## src/hw/rtl/h10p_pkg.sv

```systemverilog
// ----------------------------------------------------------------------------
// h10p_pkg
// Shared types, constants and lookup functions for the HTTP/1.0 parser.
// ----------------------------------------------------------------------------
package h10p_pkg;

  localparam int unsigned LenBitsDefault = 31;
  localparam int unsigned NumNames       = 16;
  localparam int unsigned NameLitW       = 17 * 8;

  // Parse phases, one-hot
  typedef enum logic [13:0] {
    PH_FIRST   = 14'b00000000000001,
    PH_URI     = 14'b00000000000010,
    PH_RVER    = 14'b00000000000100,
    PH_LINE_LF = 14'b00000000001000,
    PH_STATUS  = 14'b00000000010000,
    PH_REASON  = 14'b00000000100000,
    PH_HSTART  = 14'b00000001000000,
    PH_HNAME   = 14'b00000010000000,
    PH_HSP     = 14'b00000100000000,
    PH_HVAL    = 14'b00001000000000,
    PH_CLVAL   = 14'b00010000000000,
    PH_HLF     = 14'b00100000000000,
    PH_ELF     = 14'b01000000000000,
    PH_BODY    = 14'b10000000000000
  } phase_e;

  typedef enum logic [3:0] {
    ROLE_DELIM   = 4'd0,
    ROLE_METHOD  = 4'd1,
    ROLE_URI     = 4'd2,
    ROLE_VERSION = 4'd3,
    ROLE_STATUS  = 4'd4,
    ROLE_REASON  = 4'd5,
    ROLE_HNAME   = 4'd6,
    ROLE_HVALUE  = 4'd7,
    ROLE_BODY    = 4'd8
  } role_e;

  typedef enum logic [1:0] {
    HK_EXT   = 2'd0,
    HK_DATE  = 2'd1,
    HK_CLEN  = 2'd2,
    HK_OTHER = 2'd3
  } hkind_e;

  typedef enum logic [2:0] {
    ERR_NONE    = 3'd0,
    ERR_BYTE    = 3'd1,
    ERR_VERSION = 3'd2,
    ERR_STATUS  = 3'd3,
    ERR_LENGTH  = 3'd4
  } err_e;

  localparam logic [7:0] ChSp = 8'h20;
  localparam logic [7:0] ChCr = 8'h0D;
  localparam logic [7:0] ChLf = 8'h0A;
  localparam logic [7:0] ChCl = 8'h3A;

  localparam logic [63:0] HttpWord = "HTTP/1.0";
  localparam logic [9:0]  StatusMin = 10'd100;
  localparam logic [9:0]  StatusMax = 10'd999;
  localparam logic [9:0]  StatusSat = 10'd1000;
  localparam logic [4:0]  PosMax    = 5'd31;

  // Known header names, right-justified string literals
  localparam logic [NameLitW-1:0] Names [NumNames] = '{
    "Date", "Content-Length", "Pragma", "Authorization", "From",
    "If-Modified-Since", "Referer", "User-Agent", "Location", "Server",
    "WWW-Authenticate", "Allow", "Content-Encoding", "Content-Type",
    "Expires", "Last-Modified"
  };
  localparam logic [4:0] NameLen [NumNames] = '{
    5'd4, 5'd14, 5'd6, 5'd13, 5'd4, 5'd17, 5'd7, 5'd10, 5'd8, 5'd6,
    5'd16, 5'd5, 5'd16, 5'd12, 5'd7, 5'd13
  };

  // Per-message control state (fixed widths)
  typedef struct packed {
    phase_e          phase;
    logic [4:0]      pos;
    logic            prefix_ok;
    logic            version_ok;
    logic            response;
    logic [NumNames-1:0] cand;
    logic [9:0]      status;
    logic            len_seen;
    logic            err;
    err_e            err_code;
  } ctl_t;

  function automatic logic is_tok(input logic [7:0] c);
    return (c > 8'h20) && (c < 8'h7F) && (c != ChCl);
  endfunction

  function automatic logic is_digit(input logic [7:0] c);
    return (c >= 8'h30) && (c <= 8'h39);
  endfunction

  // Byte of "HTTP/1.0" at position p (p below 8)
  function automatic logic [7:0] http_char(input logic [2:0] p);
    return HttpWord[(3'd7 - p) * 8 +: 8];
  endfunction

endpackage

```

## src/hw/rtl/h10p_name_match.sv

```systemverilog
// ----------------------------------------------------------------------------
// h10p_name_match
// Narrows the set of known header names that still match the name so far.
// ----------------------------------------------------------------------------
module h10p_name_match (
  input  logic [h10p_pkg::NumNames-1:0] cand_i,
  input  logic [4:0]                    pos_i,
  input  logic [7:0]                    byte_i,
  output logic [h10p_pkg::NumNames-1:0] cand_tok_o,  // after one more name byte
  output logic [h10p_pkg::NumNames-1:0] cand_end_o   // after the name ends here
);
  import h10p_pkg::*;

  // One comparator per known name
  always_comb begin
    for (int i = 0; i < NumNames; i++) begin
      cand_tok_o[i] = cand_i[i] && (pos_i < NameLen[i]) &&
                      (byte_i == Names[i][(NameLen[i] - 5'd1 - pos_i) * 8 +: 8]);
      cand_end_o[i] = cand_i[i] && (pos_i == NameLen[i]);
    end
  end

endmodule

```

## src/hw/rtl/h10p_step.sv

```systemverilog
// ----------------------------------------------------------------------------
// h10p_step
// Next-state and per-byte result logic of the parser.
// ----------------------------------------------------------------------------
module h10p_step #(
  parameter int unsigned LENGTH_BITS = h10p_pkg::LenBitsDefault
) (
  input  h10p_pkg::ctl_t         ctl_i,
  input  logic [LENGTH_BITS-1:0] len_i,
  input  logic [LENGTH_BITS-1:0] rem_i,
  input  logic [7:0]             byte_i,
  output h10p_pkg::ctl_t         ctl_o,
  output logic [LENGTH_BITS-1:0] len_o,
  output logic [LENGTH_BITS-1:0] rem_o,
  output h10p_pkg::role_e        role_o,
  output h10p_pkg::hkind_e       kind_o,
  output logic                   done_o,
  output logic [LENGTH_BITS-1:0] len_rpt_o   // length as reported with this byte
);
  import h10p_pkg::*;

  localparam int unsigned LenW = LENGTH_BITS + 4;
  localparam logic [LENGTH_BITS-1:0] LenOne = LENGTH_BITS'(1);

  logic [NumNames-1:0] m_cand, cand_tok, cand_end, cand_fin;
  logic [4:0]          m_pos, pos_inc;
  logic                tok, dig;
  logic [3:0]          dval;
  logic [13:0]         st_prod;
  logic [LenW-1:0]     len_prod;
  logic                tail;
  ctl_t                n;
  role_e               role;

  assign tok     = is_tok(byte_i);
  assign dig     = is_digit(byte_i);
  assign dval    = byte_i[3:0];
  assign pos_inc = (ctl_i.pos < PosMax) ? ctl_i.pos + 5'd1 : ctl_i.pos;
  assign st_prod = {4'd0, ctl_i.status} * 14'd10 + {10'd0, dval};
  assign len_prod = ({4'd0, len_i} << 3) + ({4'd0, len_i} << 1) +
                    {{(LenW-4){1'b0}}, dval};

  // Header start restarts the candidate set at position zero
  assign m_cand = (ctl_i.phase == PH_HSTART) ? '1 : ctl_i.cand;
  assign m_pos  = (ctl_i.phase == PH_HSTART) ? 5'd0 : ctl_i.pos;

  h10p_name_match u_match (
    .cand_i     (m_cand),
    .pos_i      (m_pos),
    .byte_i     (byte_i),
    .cand_tok_o (cand_tok),
    .cand_end_o (cand_end)
  );

  // Main per-byte decode
  always_comb begin
    n     = ctl_i;
    len_o = len_i;
    rem_o = rem_i;
    role  = ROLE_DELIM;
    done_o = 1'b0;
    if (!ctl_i.err) begin
      case (ctl_i.phase)
        PH_FIRST, PH_RVER: begin
          if (tok) begin
            if (ctl_i.pos < 5'd4 && byte_i != http_char(ctl_i.pos[2:0])) n.prefix_ok = 1'b0;
            if (ctl_i.pos >= 5'd8 || byte_i != http_char(ctl_i.pos[2:0]))
              n.version_ok = 1'b0;
            n.pos = pos_inc;
            if (ctl_i.phase == PH_RVER) role = ROLE_VERSION;
            else role = n.prefix_ok ? ROLE_VERSION : ROLE_METHOD;
          end else if (ctl_i.phase == PH_RVER) begin
            if (!(ctl_i.version_ok && ctl_i.pos == 5'd8)) begin
              n.err = 1'b1; n.err_code = ERR_VERSION;
            end else if (byte_i != ChCr) begin
              n.err = 1'b1; n.err_code = ERR_BYTE;
            end else n.phase = PH_LINE_LF;
          end else if (ctl_i.prefix_ok && ctl_i.pos >= 5'd4) begin
            n.response = 1'b1;
            if (!(ctl_i.version_ok && ctl_i.pos == 5'd8)) begin
              n.err = 1'b1; n.err_code = ERR_VERSION;
            end else if (byte_i != ChSp) begin
              n.err = 1'b1; n.err_code = ERR_BYTE;
            end else begin
              n.phase = PH_STATUS; n.pos = 5'd0; n.status = 10'd0;
            end
          end else if (byte_i != ChSp) begin
            n.err = 1'b1; n.err_code = ERR_BYTE;
          end else n.phase = PH_URI;
        end
        PH_URI: begin
          if (tok || byte_i == ChCl) role = ROLE_URI;
          else if (byte_i != ChSp) begin
            n.err = 1'b1; n.err_code = ERR_BYTE;
          end else begin
            n.phase = PH_RVER; n.pos = 5'd0; n.prefix_ok = 1'b1; n.version_ok = 1'b1;
          end
        end
        PH_LINE_LF, PH_HLF: begin
          if (byte_i != ChLf) begin
            n.err = 1'b1; n.err_code = ERR_BYTE;
          end else n.phase = PH_HSTART;
        end
        PH_STATUS: begin
          if (tok) begin
            if (!dig) begin
              n.err = 1'b1; n.err_code = ERR_STATUS;
            end else begin
              n.status = (st_prod > 14'd999) ? StatusSat : st_prod[9:0];
              n.pos = pos_inc;
              role = ROLE_STATUS;
            end
          end else if (ctl_i.pos == 5'd0 || ctl_i.status < StatusMin ||
                       ctl_i.status > StatusMax) begin
            n.err = 1'b1; n.err_code = ERR_STATUS;
          end else if (byte_i != ChSp) begin
            n.err = 1'b1; n.err_code = ERR_BYTE;
          end else n.phase = PH_REASON;
        end
        PH_REASON, PH_HVAL: begin
          if (tok || byte_i == ChSp || byte_i == ChCl)
            role = (ctl_i.phase == PH_REASON) ? ROLE_REASON : ROLE_HVALUE;
          else if (byte_i != ChCr) begin
            n.err = 1'b1; n.err_code = ERR_BYTE;
          end else n.phase = (ctl_i.phase == PH_REASON) ? PH_LINE_LF : PH_HLF;
        end
        PH_HSTART, PH_HNAME: begin
          if (ctl_i.phase == PH_HSTART && byte_i == ChCr) n.phase = PH_ELF;
          else begin
            n.phase = PH_HNAME;
            if (tok) begin
              n.cand = cand_tok;
              n.pos  = (m_pos < PosMax) ? m_pos + 5'd1 : m_pos;
              role   = ROLE_HNAME;
            end else begin
              n.cand = cand_end;
              n.pos  = m_pos;
              if (byte_i != ChCl) begin
                n.err = 1'b1; n.err_code = ERR_BYTE;
              end else n.phase = PH_HSP;
            end
          end
        end
        PH_HSP: begin
          if (byte_i != ChSp) begin
            n.err = 1'b1; n.err_code = ERR_BYTE;
          end else begin
            n.pos = 5'd0;
            if (ctl_i.cand[1]) begin
              n.phase = PH_CLVAL; len_o = '0;
            end else n.phase = PH_HVAL;
          end
        end
        PH_CLVAL: begin
          if (tok) begin
            if (!dig || len_prod[LenW-1:LENGTH_BITS] != '0) begin
              n.err = 1'b1; n.err_code = ERR_LENGTH;
            end else begin
              len_o = len_prod[LENGTH_BITS-1:0];
              n.pos = pos_inc;
              role  = ROLE_HVALUE;
            end
          end else if (ctl_i.pos == 5'd0) begin
            n.err = 1'b1; n.err_code = ERR_LENGTH;
          end else begin
            n.len_seen = 1'b1;
            if (byte_i != ChCr) begin
              n.err = 1'b1; n.err_code = ERR_BYTE;
            end else n.phase = PH_HLF;
          end
        end
        PH_ELF: begin
          if (byte_i != ChLf) begin
            n.err = 1'b1; n.err_code = ERR_BYTE;
          end else if (ctl_i.len_seen && len_i != '0) begin
            n.phase = PH_BODY; rem_o = len_i;
          end else done_o = 1'b1;
        end
        PH_BODY: begin
          role = ROLE_BODY;
          if (rem_i != '0) rem_o = rem_i - LenOne;
          if (rem_o == '0) done_o = 1'b1;
        end
        default: begin
          n.err = 1'b1; n.err_code = ERR_BYTE;
        end
      endcase
    end
  end

  assign cand_fin = n.cand;
  assign tail = (ctl_i.phase == PH_HSP) || (ctl_i.phase == PH_HVAL) ||
                (ctl_i.phase == PH_CLVAL) || (ctl_i.phase == PH_HLF) ||
                (((ctl_i.phase == PH_HSTART) || (ctl_i.phase == PH_HNAME)) &&
                 (n.phase == PH_HSP));

  // Result fields, with error masking
  always_comb begin
    role_o = role;
    kind_o = HK_EXT;
    if (n.err) begin
      role_o = ROLE_DELIM;
    end else if (tail) begin
      if (cand_fin[0])      kind_o = HK_DATE;
      else if (cand_fin[1]) kind_o = HK_CLEN;
      else if (|cand_fin)   kind_o = HK_OTHER;
    end
  end

  assign len_rpt_o = len_o;

  // Completed message returns to the start state
  always_comb begin
    ctl_o = n;
    if (done_o && !n.err) begin
      ctl_o.phase      = PH_FIRST;
      ctl_o.pos        = 5'd0;
      ctl_o.prefix_ok  = 1'b1;
      ctl_o.version_ok = 1'b1;
      ctl_o.response   = 1'b0;
      ctl_o.cand       = '1;
      ctl_o.status     = 10'd0;
      ctl_o.len_seen   = 1'b0;
    end
  end

endmodule

```

## src/hw/rtl/http10_message_parser.sv

```systemverilog
// ----------------------------------------------------------------------------
// http10_message_parser
// Byte-stream HTTP/1.0 message parser with per-byte role tagging.
// ----------------------------------------------------------------------------
// One byte is taken per cycle and one tagged result comes out per byte, in the
// next cycle, from a single output register; the parse state is updated in
// the same cycle the byte is accepted, so back-to-back bytes run at full rate
// whenever the output side is not stalled. Setting tuser (restart) on a byte
// clears the parse state and any sticky error before that byte is parsed.
// After a byte flags an error, every byte until restart is tagged as a
// delimiter with error set. A completed message (message_done on its last
// byte) leaves the parser ready for the next message at once.
module http10_message_parser #(
  parameter int unsigned LENGTH_BITS = h10p_pkg::LenBitsDefault
) (
  input  logic clk_i,
  input  logic rst_ni,
  input  logic        s_axis_tvalid,
  output logic        s_axis_tready,
  input  logic [7:0]  s_axis_tdata,   // [7:0] data_byte
  input  logic        s_axis_tuser,   // [0] restart
  output logic        m_axis_tvalid,
  input  logic        m_axis_tready,
  // byte_echo, byte_role, header_kind, is_response, status value,
  // length value, length_present, message_done, error, error_kind
  output logic [((LENGTH_BITS + 31 + 7) / 8) * 8 - 1:0] m_axis_tdata
);
  import h10p_pkg::*;

  localparam int unsigned OutW   = LENGTH_BITS + 31;
  localparam int unsigned TdataW = ((OutW + 7) / 8) * 8;

  localparam ctl_t CtlReset = '{
    phase: PH_FIRST, pos: 5'd0, prefix_ok: 1'b1, version_ok: 1'b1,
    response: 1'b0, cand: '1, status: 10'd0, len_seen: 1'b0,
    err: 1'b0, err_code: ERR_NONE
  };

  ctl_t                   ctl_q, ctl_d, ctl_in;
  logic [LENGTH_BITS-1:0] len_q, len_d, len_in, rem_q, rem_d, rem_in, len_rpt;
  role_e                  role;
  hkind_e                 kind;
  logic                   done, accept, msg_end;
  logic                   out_valid_q;
  logic [OutW-1:0]        out_q, out_d;

  assign s_axis_tready = !out_valid_q || m_axis_tready;
  assign accept        = s_axis_tvalid && s_axis_tready;

  // Restart applies before the byte is parsed
  assign ctl_in = s_axis_tuser ? CtlReset : ctl_q;
  assign len_in = s_axis_tuser ? '0 : len_q;
  assign rem_in = s_axis_tuser ? '0 : rem_q;

  h10p_step #(.LENGTH_BITS(LENGTH_BITS)) u_step (
    .ctl_i     (ctl_in),
    .len_i     (len_in),
    .rem_i     (rem_in),
    .byte_i    (s_axis_tdata),
    .ctl_o     (ctl_d),
    .len_o     (len_d),
    .rem_o     (rem_d),
    .role_o    (role),
    .kind_o    (kind),
    .done_o    (done),
    .len_rpt_o (len_rpt)
  );

  // Last byte of a message: the next state is already cleared, so report
  // the message fields as they stood (the ending bytes never change them)
  assign msg_end = done && !ctl_d.err;

  // Result packing, highest field first
  assign out_d = {ctl_d.err_code, ctl_d.err, msg_end,
                  msg_end ? ctl_in.len_seen : ctl_d.len_seen,
                  len_rpt,
                  msg_end ? ctl_in.status : ctl_d.status,
                  msg_end ? ctl_in.response : ctl_d.response,
                  kind, role, s_axis_tdata};

  // Parse state
  always_ff @(posedge clk_i or negedge rst_ni) begin
    if (!rst_ni) begin
      ctl_q <= CtlReset;
      len_q <= '0;
      rem_q <= '0;
    end else if (accept) begin
      ctl_q <= ctl_d;
      len_q <= msg_end ? '0 : len_d;
      rem_q <= msg_end ? '0 : rem_d;
    end
  end

  // Output register
  always_ff @(posedge clk_i or negedge rst_ni) begin
    if (!rst_ni) begin
      out_valid_q <= 1'b0;
    end else if (s_axis_tready) begin
      out_valid_q <= s_axis_tvalid;
    end
  end

  always_ff @(posedge clk_i) begin
    if (accept) begin
      out_q <= out_d;
    end
  end

  assign m_axis_tvalid = out_valid_q;
  assign m_axis_tdata  = TdataW'(out_q);

endmodule
```

## config.mk

```make
export PLATFORM = sky130hd
export DESIGN_NAME = http10_message_parser
export DESIGN_NICKNAME = d
export VERILOG_FILES = /design/src/hw/rtl/h10p_pkg.sv /design/src/hw/rtl/h10p_name_match.sv /design/src/hw/rtl/h10p_step.sv /design/src/hw/rtl/http10_message_parser.sv
export SDC_FILE = /design/constraint.sdc
export NUM_CORES = 1
export LEC_CHECK = 0
export BUFFER_PORTS_ARGS = -buffer_cell sky130_fd_sc_hd__buf_2
export CAP_MARGIN = 10
export CORE_UTILIZATION = 42
export CTS_CLUSTER_DIAMETER = 30
export CTS_CLUSTER_SIZE = 8
export DETAILED_ROUTE_END_ITERATION = 8
export HOLD_SLACK_MARGIN = 0.02
export PLACE_DENSITY = 0.68
export SETUP_SLACK_MARGIN = 0.15
export SLEW_MARGIN = 20
export SYNTH_ARGS = -nofsm -noshare
export SYNTH_HDL_FRONTEND = slang
export SYNTH_HIERARCHICAL = 1
export SYNTH_SLANG_ARGS = --single-unit
```

## constraint.sdc

```tcl
create_clock -name clk_i -period 10.88 [get_ports clk_i]
set_input_delay 1.088 -clock clk_i [delete_from_list [all_inputs] [get_ports clk_i]]
set_output_delay 1.088 -clock clk_i [all_outputs]
set_load 0.02 [all_outputs]
```

== Yosys cells after proc, flatten, opt, wreduce, memory -nomap -nowiden ==
Cells that the tools add are included.
W data, S select, Z words.

* Output and inout bits: 66
* Bits of input ports: 13
* Flip-flop bits (word level): 178

* Equality and inequality tests: 51
* $mul: 1
* Add/sub/neg operators: 18
* $lt $le $gt $ge: 23
* Mux-type cells: 132
* Bitwise gates (word level): 1
* Shift operators: 17
* Reduce and logical (&&, ||, !) cells: 89

{| class="wikitable"
|+ Operators by type and width
! cell !! count
|-
| $shiftx A136 B33 Y8 const A || 16
|-
| $mux W31 || 15
|-
| $mux W14 || 19
|-
| $eq A8 B8 Y1 || 16
|-
| $pmux W14 S9 || 1
|-
| $pmux W31 S2 || 2
|-
| $mux W53 || 2
|-
| $mux W4 || 25
|-
| $mux W10 || 9
|-
| $mux W16 || 4
|-
| $shiftx A64 B33 Y8 const A || 1
|-
| $reduce_bool A31 Y1 || 2
|-
| $mux W5 || 12
|-
| $logic_and A1 B1 Y1 || 59
|-
| $mux W19 || 3
|-
| $mux W49 || 1
|-
| $mux W21 || 2
|-
| $pmux W4 S9 || 1
|-
| $add A34 B32 Y35 || 1
|-
| $add A35 B4 Y35 || 1
|-
| $logic_not A31 Y1 || 1
|-
| $sub A31 B1 Y31 const B || 1
|-
| $eq A5 B4 Y1 const B || 6
|-
| $pmux W5 S6 || 1
|-
| 59 further kinds || 131
|}

== Logic depth before layout (Yosys ltp) ==
Gate-level depths: netlist of the first run.

* Word-level depth: 17
* Depth in mapped cells: 29
* Mapped depth without buffers: 21

== Cells and area by module ==
The synthesis of the first run kept the hierarchy.

{| class="wikitable"
|+ Modules (own cells, without submodules)
! module !! instances !! cells an instance !! area an instance (um2)
|-
| h10p_step || 1 || 1,257 || 8,201.6
|-
| http10_message_parser || 1 || 599 || 7,747.4
|-
| h10p_name_match || 1 || 725 || 4,675.7
|}

== Worst setup path after synthesis of the first run ==
No wires, ideal clock.

* Kind: input -> register
* From: input port s_axis_tuser
* To: register out_q[12], data pin
* Stages on the path: 29
* Data required time: 10.608 ns
* Arrival: 6.353 ns
* Setup slack: 4.255 ns
* Cell sequence: buf_2 -> clkbuf_1 -> nor2b_1 -> clkbuf_1 -> nor4_2 -> nand4b_1 -> nor2_1 -> nor2_1 -> buf_6 -> inv_1 -> buf_4 -> buf_4 -> ha_1 -> buf_6 -> buf_2 -> and2_1 -> ha_1 -> a21oi_1 -> a31oi_1 -> a31oi_1 -> xnor2_1 -> nand2_1 -> nor4_1 -> mux2_2 -> mux2i_1 -> nand4_1 -> or4_1 -> nand2_1 -> a211oi_1

{| class="wikitable"
|+ RTL lines
! item !! RTL line !! text
|-
| start, declared || http10_message_parser.sv:21 || <nowiki>input logic s_axis_tuser,</nowiki>
|-
| end signal, assigned || http10_message_parser.sv:105 || <nowiki>out_q <= out_d;</nowiki>
|-
| end, declared || http10_message_parser.sv:45 || <nowiki>logic [OutW-1:0] out_q, out_d;</nowiki>
|}

==> impl_metrics.env, run 1 <==
export IMPL_ant_nets=0
export IMPL_ys_flop_type="dfrtp_1"
export IMPL_grt_overflow=0
export IMPL_syn_inst=2581
export IMPL_drt_iter0_markers=2493
export IMPL_vias_per_cell=6.514
export IMPL_clkTransAtPathRegs_ns=0.07
export IMPL_netlist_area_sq_um=20620
export IMPL_drive_above_1_share_pct=14.88
export IMPL_outcome="finished clean"
export IMPL_final_nets=2616
export IMPL_fillCellCount=4783
export IMPL_hpwlAfterDp_mm=48.36
export IMPL_synth_area_mux_share_pct=6.661
export IMPL_vdd_ir_drop_max_mv=0.08551
export IMPL_cts_root_buf="clkbuf_16"
export IMPL_place_area_sq_um=20840
export IMPL_diodes=0
export IMPL_dr_pass1_iters=8
export IMPL_start_kind="input port"
export IMPL_stdcell_area_sq_um=21480
export IMPL_p_leak_nw=8.751
export IMPL_routed_wirelength_mm=69.35
export IMPL_yosys_area_share_simple_pct=26.66
export IMPL_rsz0062_at_grt="false"
export IMPL_synth_adder_area_share_pct=6.867
export IMPL_yosys_warnings=6
export IMPL_finalHoldViolCount=0
export IMPL_start_util_pct=42.93
export IMPL_fin_crit_ns=8.104
export IMPL_io_pins=79
export IMPL_clk_latency_ns=0.46
export IMPL_core_area_sq_um=48050
export IMPL_final_common_cell="nor2_1"
export IMPL_relSlewSlack_pct=26.55
export IMPL_timing_final_crit_share_pct=74.49
export IMPL_numCtsBuffers=17
export IMPL_worstPathArrival_ns=8.29
export IMPL_fin_cells=3121
export IMPL_area_growth_pct=4.149
export IMPL_synth_edff_count=62
export IMPL_syn_avg_cell_area_sq_um=7.991
export IMPL_max_cap_viol_count=0
export IMPL_cellPowerDensity_nw_per_um2=115.8
export IMPL_drc=0
export IMPL_port_buffers=76
export IMPL_grt_start_max_net_pins=125
export IMPL_ys_ff_latch=178
export IMPL_synthXorXnorAreaFrac_pct=4.841
export IMPL_antenna_found_initial=1
export IMPL_slew_violations=0
export IMPL_synth_top_family_by_area="simple AND/OR/NAND/NOR gates"
export IMPL_cts_tree="yes"
export IMPL_gp_congestion=1.014
export IMPL_setup_violations=0
export IMPL_grt_pass1_wl_mm=109.7
export IMPL_die_h_um=223.6
export IMPL_cts_setup_buffers=0
export IMPL_fin_worst_skew_ns=0.01575
export IMPL_synth_compound_area_share_pct=23.30
export IMPL_finalSetupTns_ns=0
export IMPL_die_w_um=223.6
export IMPL_cts_sinks=178
export IMPL_path_class="input port to register"
export IMPL_dr_total_vias=20330
export IMPL_cts_resized=0
export IMPL_yosysSeqAreaShare_pct=23.22
export IMPL_post_place_cells=3089
export IMPL_synth_cell_types=113
export IMPL_crit_path_max_fanout=70
export IMPL_max_freq_mhz=123.4
export IMPL_clk_path_buf_depth=2
export IMPL_fp_dieArea_sq_um=50000
export IMPL_layout_common_cells="nor2_1 (230), a21oi_1 (167), nand2_1 (166), o21ai_0 (162), nand4_1 (120)"
export IMPL_worst_slew_pin_slew_ns=1.102
export IMPL_cts_hold_buffers_added=0
export IMPL_htree_num_levels=4
export IMPL_wire_per_inst_um=22.22
export IMPL_min_path_type="register to register"
export IMPL_hold_ws_ns=0.5019
export IMPL_rows=80
export IMPL_power_w=0.002487
export IMPL_grt_use_total_pct=27.27
export IMPL_async_reset_ff_share_pct=65.17
export IMPL_cp_required_ns=11.07
export IMPL_grt_pass1_vias=19170
export IMPL_critPathCaptureType="register"
## state kept, by name, indices dropped and copies added (netlist names)
signal         flops
ctl_q             53
len_q             31
m_axis_tvalid      1
out_q             62
rem_q             31
## through the flow
step	utilization (%)	worst slack, ns
final	44.71	2.776
after global routing	44.71	2.416
after CTS	44.71	3.001
after detailed placement	43.38	2.533
after global placement	43.38	2.561
after floorplan	-	4.255
## Yosys cell counts (53+ instances only)
cell | n | area share (%)
edfxtp_1 | 62 | 9.0
nor2b_1 | 60 | 1.8
inv_1 | 118 | 2.1
nand4_1 | 120 | 3.6
nor3_1 | 69 | 1.7
ha_1 | 106 | 6.4
nor2_1 | 237 | 4.3
nand2_1 | 166 | 3.0
clkbuf_1 | 101 | 1.8
dfrtp_1 | 97 | 12
xnor2_1 | 74 | 3.1
a21oi_1 | 167 | 4.1
o21ai_0 | 162 | 3.9
nand3_1 | 83 | 2.0
mux2_4 | 53 | 3.9
## power breakdown
part | switching, W | internal (W)
sequential | 0.0000108 | 0.000724
combinational | 0.000701 | 0.000377
clock | 0.000320 | 0.000354
## critical path, cell delays in order
cell	delay, ns
buf_4	0.39
buf_4	0.74
nor2b_1	0.33
nand4b_1	0.37
nor2_1	0.19
buf_4	0.23
nor2_4	0.04
buf_4	0.32
inv_1	0.50
ha_1	0.59
buf_4	0.33
inv_2	0.14
or4_1	0.62
nor2_1	0.21
nor2_1	0.06
a31oi_1	0.21
o32ai_1	0.13
and4_1	0.24
mux2_2	0.26
mux2i_1	0.33
nand4_1	0.14
or4_1	0.58
nand2_1	0.10
a211oi_1	0.07
## path summary, 6_finish.rpt
kind,start,to,slack [ns],cells past startpoint
setup / recovery,s_axis_tuser,out_q[12]$_DFFE_PP_,2.78,24
hold reg to reg,ctl_q[6]$_DFFE_PN0P_,ctl_q[6]$_DFFE_PN0P_,0.50,1
setup reg to reg,ctl_q[42]$_DFFE_PN0P_,out_q[12]$_DFFE_PP_,3.78,22
max in group asynchronous,rst_ni,ctl_q[12]$_DFFE_PN0P_,8.83,2
hold / removal,ctl_q[6]$_DFFE_PN0P_,ctl_q[6]$_DFFE_PN0P_,0.50,1
min in group asynchronous,rst_ni,rem_q[21]$_DFFE_PN0P_,0.71,1
## routing by layer
metal | vias to the layer above | track usage (%) | wire length (um) | share of wire [%]
met1 | 9911 | 37.27 | 30600 | 44
met5 | - | 0 | 0 | 0
li1 | 9360 | - | - | -
met2 | 921 | 43.89 | 32030 | 46
met4 | 0 | 8.727 | 1815 | 2.6
met3 | 139 | 4.315 | 4909 | 7.1
## kinds of logic (layout without fill, tap and decap cells)
group	Yosys count	in the layout
AO/OA/AOI/OAI	710	710
XOR/XNOR	108	108
adder cells (fa/ha/maj)	111	111
buffers and inverters	343	267
flip-flops	178	178
multiplexers	107	107
other	1	2
AND/OR/NAND/NOR	1023	1023
## final cells by class
type,instances,area [sq um],share of cell area (%)
tap,615,769.5,3.582
timing repair buffer,112,668.1,3.110
multi-input combinational,2061,14150,65.90
clock inverter,15,212.7,0.9902
inverter,123,461.7,2.149
sequential,178,4788,22.29
clock buffer,17,425.4,1.980
Note: power is estimated with default switching activity, not from simulation.
==> run 2, diff against run 1 <==
--- a/config.mk
+++ b/config.mk
@@ -12,7 +12,7 @@
 export CTS_CLUSTER_SIZE = 8
 export DETAILED_ROUTE_END_ITERATION = 8
 export HOLD_SLACK_MARGIN = 0.02
-export PLACE_DENSITY = 0.68
+export PLACE_DENSITY = 0.7
 export SETUP_SLACK_MARGIN = 0.15
 export SLEW_MARGIN = 20
 export SYNTH_ARGS = -nofsm -noshare
==> constraint.sdc (replaced) <==
create_clock -name clk_i -period 7.15 [get_ports clk_i]
set_input_delay 0.715 -clock clk_i [delete_from_list [all_inputs] [get_ports clk_i]]
set_output_delay 0.715 -clock clk_i [all_outputs]
set_load 0.02 [all_outputs]
==> impl_metrics.env, run 2 (synthesis gave the netlist of run 1 again) <==
export IMPL_drive_above_1_share_pct=16.81
export IMPL_path_common_cell="inv_1"
export IMPL_area_growth_pct=6.309
export IMPL_final_core_util_pct=45.64
export IMPL_grt_pass1_wl_mm=114.6
export IMPL_rows=80
export IMPL_cts_tree="yes"
export IMPL_worstPathArrival_ns=6.24
export IMPL_regMostFlops="out_q"
export IMPL_path_buf_inv=5
export IMPL_cp_required_ns=7.36
export IMPL_cts_resized=0
export IMPL_core_area_sq_um=48050
export IMPL_cts_root_buf="clkbuf_16"
export IMPL_top_regs="out_q (62), ctl_q (53)"
export IMPL_crit_path_max_fanout=41
export IMPL_relSlewSlack_pct=34.55
export IMPL_clkTransAtPathRegs_ns=0.07
export IMPL_post_place_cells=3147
export IMPL_setup_violations=0
export IMPL_critPathCaptureType="register"
export IMPL_drt_iter0_markers=2547
export IMPL_layout_common_cells="nor2_1 (230), a21oi_1 (167), nand2_1 (166), o21ai_0 (162), nand4_1 (120)"
export IMPL_htree_num_levels=4
export IMPL_vias_per_cell=6.578
export IMPL_drc=0
export IMPL_grt_overflow=0
export IMPL_timing_final_crit_share_pct=84.40
export IMPL_numCtsBuffers=17
export IMPL_fin_cells=3180
export IMPL_critPathSlowestCell="fa_1"
export IMPL_worst_slew_pin_slew_ns=0.9800
export IMPL_start_kind="input port"
export IMPL_port_buffers=76
export IMPL_grt_pass1_vias=19580
export IMPL_path_class="input port to register"
export IMPL_clk_path_buf_depth=2
export IMPL_dr_total_vias=20920
export IMPL_routed_wirelength_mm=73.33
export IMPL_r2r_start="ctl_q[39]$_DFFE_PN1P_"
export IMPL_start_util_pct=42.93
export IMPL_dr_pass1_iters=6
export IMPL_critical_path_top_delay_family="compound AO/OA/AOI/OAI gates"
export IMPL_fp_dieArea_sq_um=50000
export IMPL_place_area_sq_um=21300
export IMPL_ant_nets=0
export IMPL_die_w_um=223.6
export IMPL_stdcell_area_sq_um=21930
export IMPL_final_common_cell="nor2_1"
export IMPL_final_nets=2674
export IMPL_min_path_type="input port to async pin"
export IMPL_finalSetupTns_ns=0
export IMPL_finalHoldViolCount=0
export IMPL_fillCellCount=4748
export IMPL_max_freq_mhz=165.7
export IMPL_gp_congestion=1.077
export IMPL_fin_worst_skew_ns=0.01932
export IMPL_hpwlAfterDp_mm=52.49
export IMPL_r2r_cells=22
export IMPL_fin_crit_ns=6.034
export IMPL_grt_use_total_pct=28.94
export IMPL_io_pins=79
export IMPL_outcome="finished clean"
export IMPL_grt_start_max_net_pins=66
export IMPL_wire_per_inst_um=23.06
export IMPL_die_h_um=223.6
export IMPL_cp_num_cells=18
export IMPL_antenna_found_initial=0
export IMPL_rsz0062_at_grt="false"
export IMPL_startpoint="s_axis_tuser"
export IMPL_cts_sinks=178
export IMPL_max_cap_viol_count=0
export IMPL_cp_cell_sequence="buf_4, buf_4, nor2_1, inv_1, fa_1, inv_1, ha_1, a211oi_1, o211ai_1, a31oi_1, nand4_1, a311oi_1, xnor2_1, a31oi_1, a211o_1, nand2b_2, inv_1, mux2_2"
export IMPL_vdd_ir_drop_max_mv=0.1357
export IMPL_largest_reg_flops=62
export IMPL_cts_setup_buffers=0
export IMPL_cellPowerDensity_nw_per_um2=177.8
export IMPL_r2r_setup_slack_ns=1.41
export IMPL_p_leak_nw=9.044
export IMPL_cts_hold_buffers_added=0
export IMPL_clk_latency_ns=0.48
export IMPL_cp_slowest_stage_delay_ns=0.60
export IMPL_power_w=0.003899
export IMPL_slew_violations=0
==> run 2: where the power goes <==
part / leakage [nW] / internal (W) / switching [W] / total (W)
sequential: 2.15 / 0.00110 / 0.0000177 / 0.00112
combinational: 6.58 / 0.000626 / 0.00110 / 0.00173
clock: 0.310 / 0.000561 / 0.000489 / 0.00105
total: 9.04 / 0.00229 / 0.00161 / 0.00390
==> run 2: path summary, 6_finish.rpt <==
| check | endpoint |
|---|---|
| setup / recovery | out_q[24]$_DFFE_PP_ |
| hold / removal | rem_q[23]$_DFFE_PN0P_ |
| max in group asynchronous | ctl_q[5]$_DFFE_PN0P_ |
| setup reg to reg | out_q[12]$_DFFE_PP_ |
| min in group clk_i | ctl_q[46]$_DFFE_PN0P_ |
| hold reg to reg | ctl_q[46]$_DFFE_PN0P_ |
==> run 2: area by class of cell <==
class                      instances  area, sq um  area share (%)
sequential                       178         4788           21.84
clock inverter                    12        160.2          0.7304
timing repair buffer             170         1116           5.090
multi-input combinational       2061        14160           64.58
inverter                         123        461.7           2.106
clock buffer                      20        467.9           2.134
tap                              615        769.5           3.509
antenna                            1        2.502         0.01141
==> run 2: through the flow <==
stage / setup slack, ns / hold WS (ns)
floorplan: 0.8981 / 0.4194
global placement: 0.9009 / 0.4841
detailed placement: 0.7206 / 0.4836
CTS: 1.184 / 0.3535
global route: 0.7703 / 0.3748
finish: 1.116 / 0.3114
==> run 2: layer usage <==
layer	GRT usage, %	routed length, um	up-vias
met3	4.197	6016	167
met4	10.87	2317	0
met5	0	0	-
li1	-	-	9481
met1	39.68	31480	10150
met2	45.97	33520	1126
